===== src/hdl/lpwt_pkg.sv =====
// ----------------------------------------------------------------------------
// lpwt_pkg
// Shared constants, codes and controller/datapath interface types for the
// linear probing word table.
// ----------------------------------------------------------------------------
package lpwt_pkg;

  localparam int TABLE_DEPTH = 256;
  localparam int SLOT_W      = $clog2(TABLE_DEPTH);
  localparam int SIZE_W      = SLOT_W + 1;
  localparam int KEY_BYTES   = 8;
  localparam int KEY_W       = 8 * KEY_BYTES;
  localparam int LEN_W       = 4;
  localparam int CHAR_W      = 7;
  localparam int IDX_W       = $clog2(KEY_BYTES) > 0 ? $clog2(KEY_BYTES) : 1;
  localparam int HASH_MULT   = 123;
  // h * 123 + c stays below 2^15 for an 8-bit h
  localparam int REM_W       = 15;
  // quotient of one reduction stays below 256, so 8 subtract steps
  localparam int DIV_STEPS   = 8;
  localparam int STEP_W      = $clog2(DIV_STEPS);
  localparam int DVS_W       = SIZE_W + DIV_STEPS - 1;

  typedef enum logic [1:0] {
    ST_INSERTED = 2'd0,
    ST_PRESENT  = 2'd1,
    ST_FULL     = 2'd2
  } status_t;

  // commands from controller to datapath
  typedef struct packed {
    logic    load;
    logic    mul;
    logic    div_step;
    logic    probe_init;
    logic    rd;
    logic    insert;
    logic    advance;
    logic    finish;
    status_t finish_code;
  } cmd_t;

  // status from datapath to controller
  typedef struct packed {
    logic hash_done;
    logic div_last;
    logic probe_full;
    logic slot_valid;
    logic key_match;
  } stat_t;

endpackage


===== src/hdl/lpwt_ctrl.sv =====
// ----------------------------------------------------------------------------
// lpwt_ctrl
// Sequencer for hashing and probing: steps the datapath through the hash
// reduction, the probe walk and the result beat.
// ----------------------------------------------------------------------------
module lpwt_ctrl (
  input  logic           clk,
  input  logic           rst_n,
  input  logic           start,
  output logic           busy,
  output logic           out_valid,
  output lpwt_pkg::cmd_t cmd,
  input  lpwt_pkg::stat_t stat
);
  import lpwt_pkg::*;

  typedef enum logic [2:0] {
    S_IDLE,
    S_HASH,
    S_DIV,
    S_PRD,
    S_PCMP
  } state_t;

  state_t state_r, state_nxt;
  logic   out_valid_r, out_valid_nxt;

  // next state and commands
  always_comb begin
    state_nxt     = state_r;
    out_valid_nxt = 1'b0;
    cmd           = '0;
    cmd.finish_code = ST_FULL;
    case (state_r)
      S_IDLE: begin
        if (start) begin
          cmd.load  = 1'b1;
          state_nxt = S_HASH;
        end
      end
      S_HASH: begin
        if (stat.hash_done) begin
          cmd.probe_init = 1'b1;
          state_nxt      = S_PRD;
        end else begin
          cmd.mul   = 1'b1;
          state_nxt = S_DIV;
        end
      end
      S_DIV: begin
        cmd.div_step = 1'b1;
        if (stat.div_last) state_nxt = S_HASH;
      end
      S_PRD: begin
        if (stat.probe_full) begin
          cmd.finish      = 1'b1;
          cmd.finish_code = ST_FULL;
          out_valid_nxt   = 1'b1;
          state_nxt       = S_IDLE;
        end else begin
          cmd.rd    = 1'b1;
          state_nxt = S_PCMP;
        end
      end
      S_PCMP: begin
        if (!stat.slot_valid) begin
          cmd.insert      = 1'b1;
          cmd.finish      = 1'b1;
          cmd.finish_code = ST_INSERTED;
          out_valid_nxt   = 1'b1;
          state_nxt       = S_IDLE;
        end else if (stat.key_match) begin
          cmd.finish      = 1'b1;
          cmd.finish_code = ST_PRESENT;
          out_valid_nxt   = 1'b1;
          state_nxt       = S_IDLE;
        end else begin
          cmd.advance = 1'b1;
          state_nxt   = S_PRD;
        end
      end
      default: state_nxt = S_IDLE;
    endcase
  end

  // state and result strobe
  always_ff @(posedge clk) begin
    if (!rst_n) begin
      state_r     <= S_IDLE;
      out_valid_r <= 1'b0;
    end else begin
      state_r     <= state_nxt;
      out_valid_r <= out_valid_nxt;
    end
  end

  assign busy      = (state_r != S_IDLE);
  assign out_valid = out_valid_r;

endmodule


===== config.mk =====
export PLATFORM = sky130hd
export DESIGN_NAME = lpwt_ctrl
export DESIGN_NICKNAME = d
export VERILOG_FILES = /design/src/hdl/lpwt_pkg.sv /design/src/hdl/lpwt_ctrl.sv
export SDC_FILE = /design/constraint.sdc
export NUM_CORES = 1
export LEC_CHECK = 0
export BUFFER_PORTS_ARGS = -buffer_cell sky130_fd_sc_hd__buf_2
export CAP_MARGIN = 20
export CELL_PAD_IN_SITES_DETAIL_PLACEMENT = 0
export CELL_PAD_IN_SITES_GLOBAL_PLACEMENT = 1
export CORE_AREA = 2 2 39 41
export DETAILED_ROUTE_END_ITERATION = 10
export DIE_AREA = 0 0 41 43
export GPL_TIMING_DRIVEN = 0
export PLACE_DENSITY = 0.63
export RECOVER_POWER = 25
export SLEW_MARGIN = 20
export SYNTH_ARGS = -nofsm -noshare
export SYNTH_HDL_FRONTEND = slang
export SYNTH_SLANG_ARGS = --single-unit

===== constraint.sdc =====
create_clock -name clk -period 3.3 [get_ports clk]
set_input_delay 0.495 -clock clk [delete_from_list [all_inputs] [get_ports clk]]
set_output_delay 0.495 -clock clk [all_outputs]
set_load 0.05 [all_outputs]

==> key figures <==
Synthesis
  – Distinct cells, synth: 23
  – Synth Register Bits: 4
  – Cell Area, Synth: 285 um2
  – Syn Inst Count: 35
  – Yosys top cell area share: 28.1%
  – Syn avg cell area: 8.15 um2
  – Post-Synthesis Net Count: 43
  – Synth area leaders: dfxtp_1 (28%), nor2_1 (6.6%), buf_4 (5.3%)
  – Register area share after synthesis: 28.1%
  – Leading area contributor after synthesis: dfxtp_1
  – Yosys Warn Count: 0

Timing
  – Slew Limit Fails: 0
  – Slew margin rel.: 80.9%
  – TNS Setup: 0 ps
  – Fmax: 482 MHz
  – Hold Violations, Final: 0
  – Tmin final: 2070 ps
  – Setup Skew: 1.33 ps
  – RSZ-0062 raised after global routing: false
  – Fin crit share: 62.9%
  – Final setup vio count: 0
  – Slew @ Worst Pin: 286 ps

Global route
  – GR Util All Layers: 8.84%
  – Vias in the first global route: 273
  – Largest net degree at the start of global routing: 11
  – Initial antenna violation count: 0
  – First-pass GRT wire length: 1.05 mm
  – GRT Residual Overflow: 0

Final layout
  – Layout filler cell count: 166
  – Ant. Diodes: 0
  – Area of the multi-input gates: 184 um2
  – Util after Layout: 30.4%
  – Most common cell after layout, fill and taps aside: buf_2
  – Most frequent cells in the layout: buf_2 (19), nor2_1 (6), dfxtp_1 (4)
  – Share of layout cells above drive strength 1: 45.6%
  – FF/Latch Area: 80.1 um2
  – Layout Nets: 67
  – Area grow syn2layout: 47.4%

Clock tree
  – CTS Buf Count: 3
  – H-tree depth: 1
  – Worst-path clk slew: 40 ps
  – Root Buffer: clkbuf_4
  – Number of gates resized after cts: 0
  – TritonCTS clock tree: yes
  – Setup bufs post-CTS: 0
  – CTS Buffer Depth: 2
  – Hold-fix buffers, CTS: 0
  – CTS Sinks: 4
  – Worst skew pair latency: 230 ps

Worst hold path
  – Worst hold path endpoint: out_valid
  – Hold Startpoint: rst_n
  – Hold depth: 2
  – Min-Delay Path Class: primary input to flop

Floorplan
  – Rows: 14
  – Core area: 1380 um2
  – Total die area: 1760 um2
  – IO Pins: 20
  – Die Y: 43 um
  – Die width: 41 um
  – Starting Density: 20.6%

Power and ir drop
  – Leakage: 0.000232 uW
  – PwrDens: 430 nW/um2
  – Max VDD drop: 209 uV

Critical path
  – Worst R2R Path Depth: 3
  – Crit. End Element: primary output
  – CP Data Required Time: 2800 ps
  – Worst Path Max Fanout: 8
  – CP Class: flop to primary output
  – CP startpoint kind: flop
  – Worst R2R End: state_r[0]
  – R2R Setup Slk: 2020 ps
  – Critical Path Source: state_r[2]
  – RR Startpoint: state_r[2]
  – Critical path data arrival time: 1580 ps

Outcome
  – Outcome: finished clean

Detailed routing
  – Wirelength per Cell: 9.16 um
  – DRT antenna net count: 0
  – Drt total wl: 669 um
  – Vias post-DR: 304
  – # DRC: 0
  – Drt pass-1 iters: 2
  – Post-DR vias/cell: 4.16
  – DR iter-0 viols: 6

Placement
  – Post-DP HPWL: 554 um
  – Placer congestion estimate: 0.652
  – IO buf count: 19

Job
  – Max Cap Viol: 0
## stage by stage
step                area (um2)  worst slack (ps)  hold slack (ps)  instances  total power, uW
CTS                        423              1270              511         73              184
finish                     420              1230              520         73              181
global route               420              1120              526         73              195
detailed placement         400              1510              646         70              123
global placement           400              1520              656         70              123
floorplan                  285              1020              592         35              107
## report_power, final
part / total, uW / internal [uW] / switching (uW)
clock network: 59.0 / 40.6 / 18.4
registers: 55.4 / 51.8 / 3.59
logic: 66.4 / 21.3 / 45.1
total: 181 / 114 / 67.1
## logic make-up after synthesis
family          after synthesis  share of synthesized area, %
compound gates                5                          14.5
buf+inv                       3                          6.58
simple gates                 23                          50.9
flops                         4                          28.1
## cell usage after synthesis
cell / n
a21oi_1: 1
a32o_1: 1
and2_1: 2
and2b_1: 1
and3_1: 1
and4b_1: 1
buf_4: 2
dfxtp_1: 4
inv_1: 1
nand2_1: 3
nand2b_1: 2
nand2b_4: 1
nor2_1: 5
nor2_2: 1
nor2b_1: 1
nor3_1: 1
nor3b_1: 1
nor3b_2: 1
o211a_1: 1
o211ai_1: 1
o31a_1: 1
or3_1: 1
or3b_1: 1
## area by class of cell
class | count | area share, %
multi-input cells | 28 | 43.7
repair buffers | 19 | 22.6
flip-flops and latches | 4 | 19.0
clock buffers | 3 | 5.36
well taps | 16 | 4.76
plain buffers | 2 | 3.57
inverters | 1 | 0.893
## worst max-delay path: stages, from the launching register on
cell     delay, ps
dfxtp_1        420
or3b_1         400
nor2_1         220
buf_2          310
## state kept, by name, indices dropped and copies added, names as in the netlist
name,flops
state_r,3
out_valid,1
## worst max path at each step
stage / slack [ps] / end / cells past startpoint
finish: 1230 / cmd[3] / 3
global route: 1120 / cmd[3] / 3
global placement: 1520 / cmd[2] / 5
CTS: 1270 / cmd[3] / 3
floorplan: 1020 / cmd[9] / 3
detailed placement: 1510 / cmd[2] / 5
## layer usage
layer,vias up,track usage (%),routed length [um]
li1,164,-,-
met1,133,11.0,310
met2,7,12.2,322
met3,0,4.71,37
met4,0,4.00,0
met5,-,0,0
Note: power is estimated with default switching activity, not from simulation.
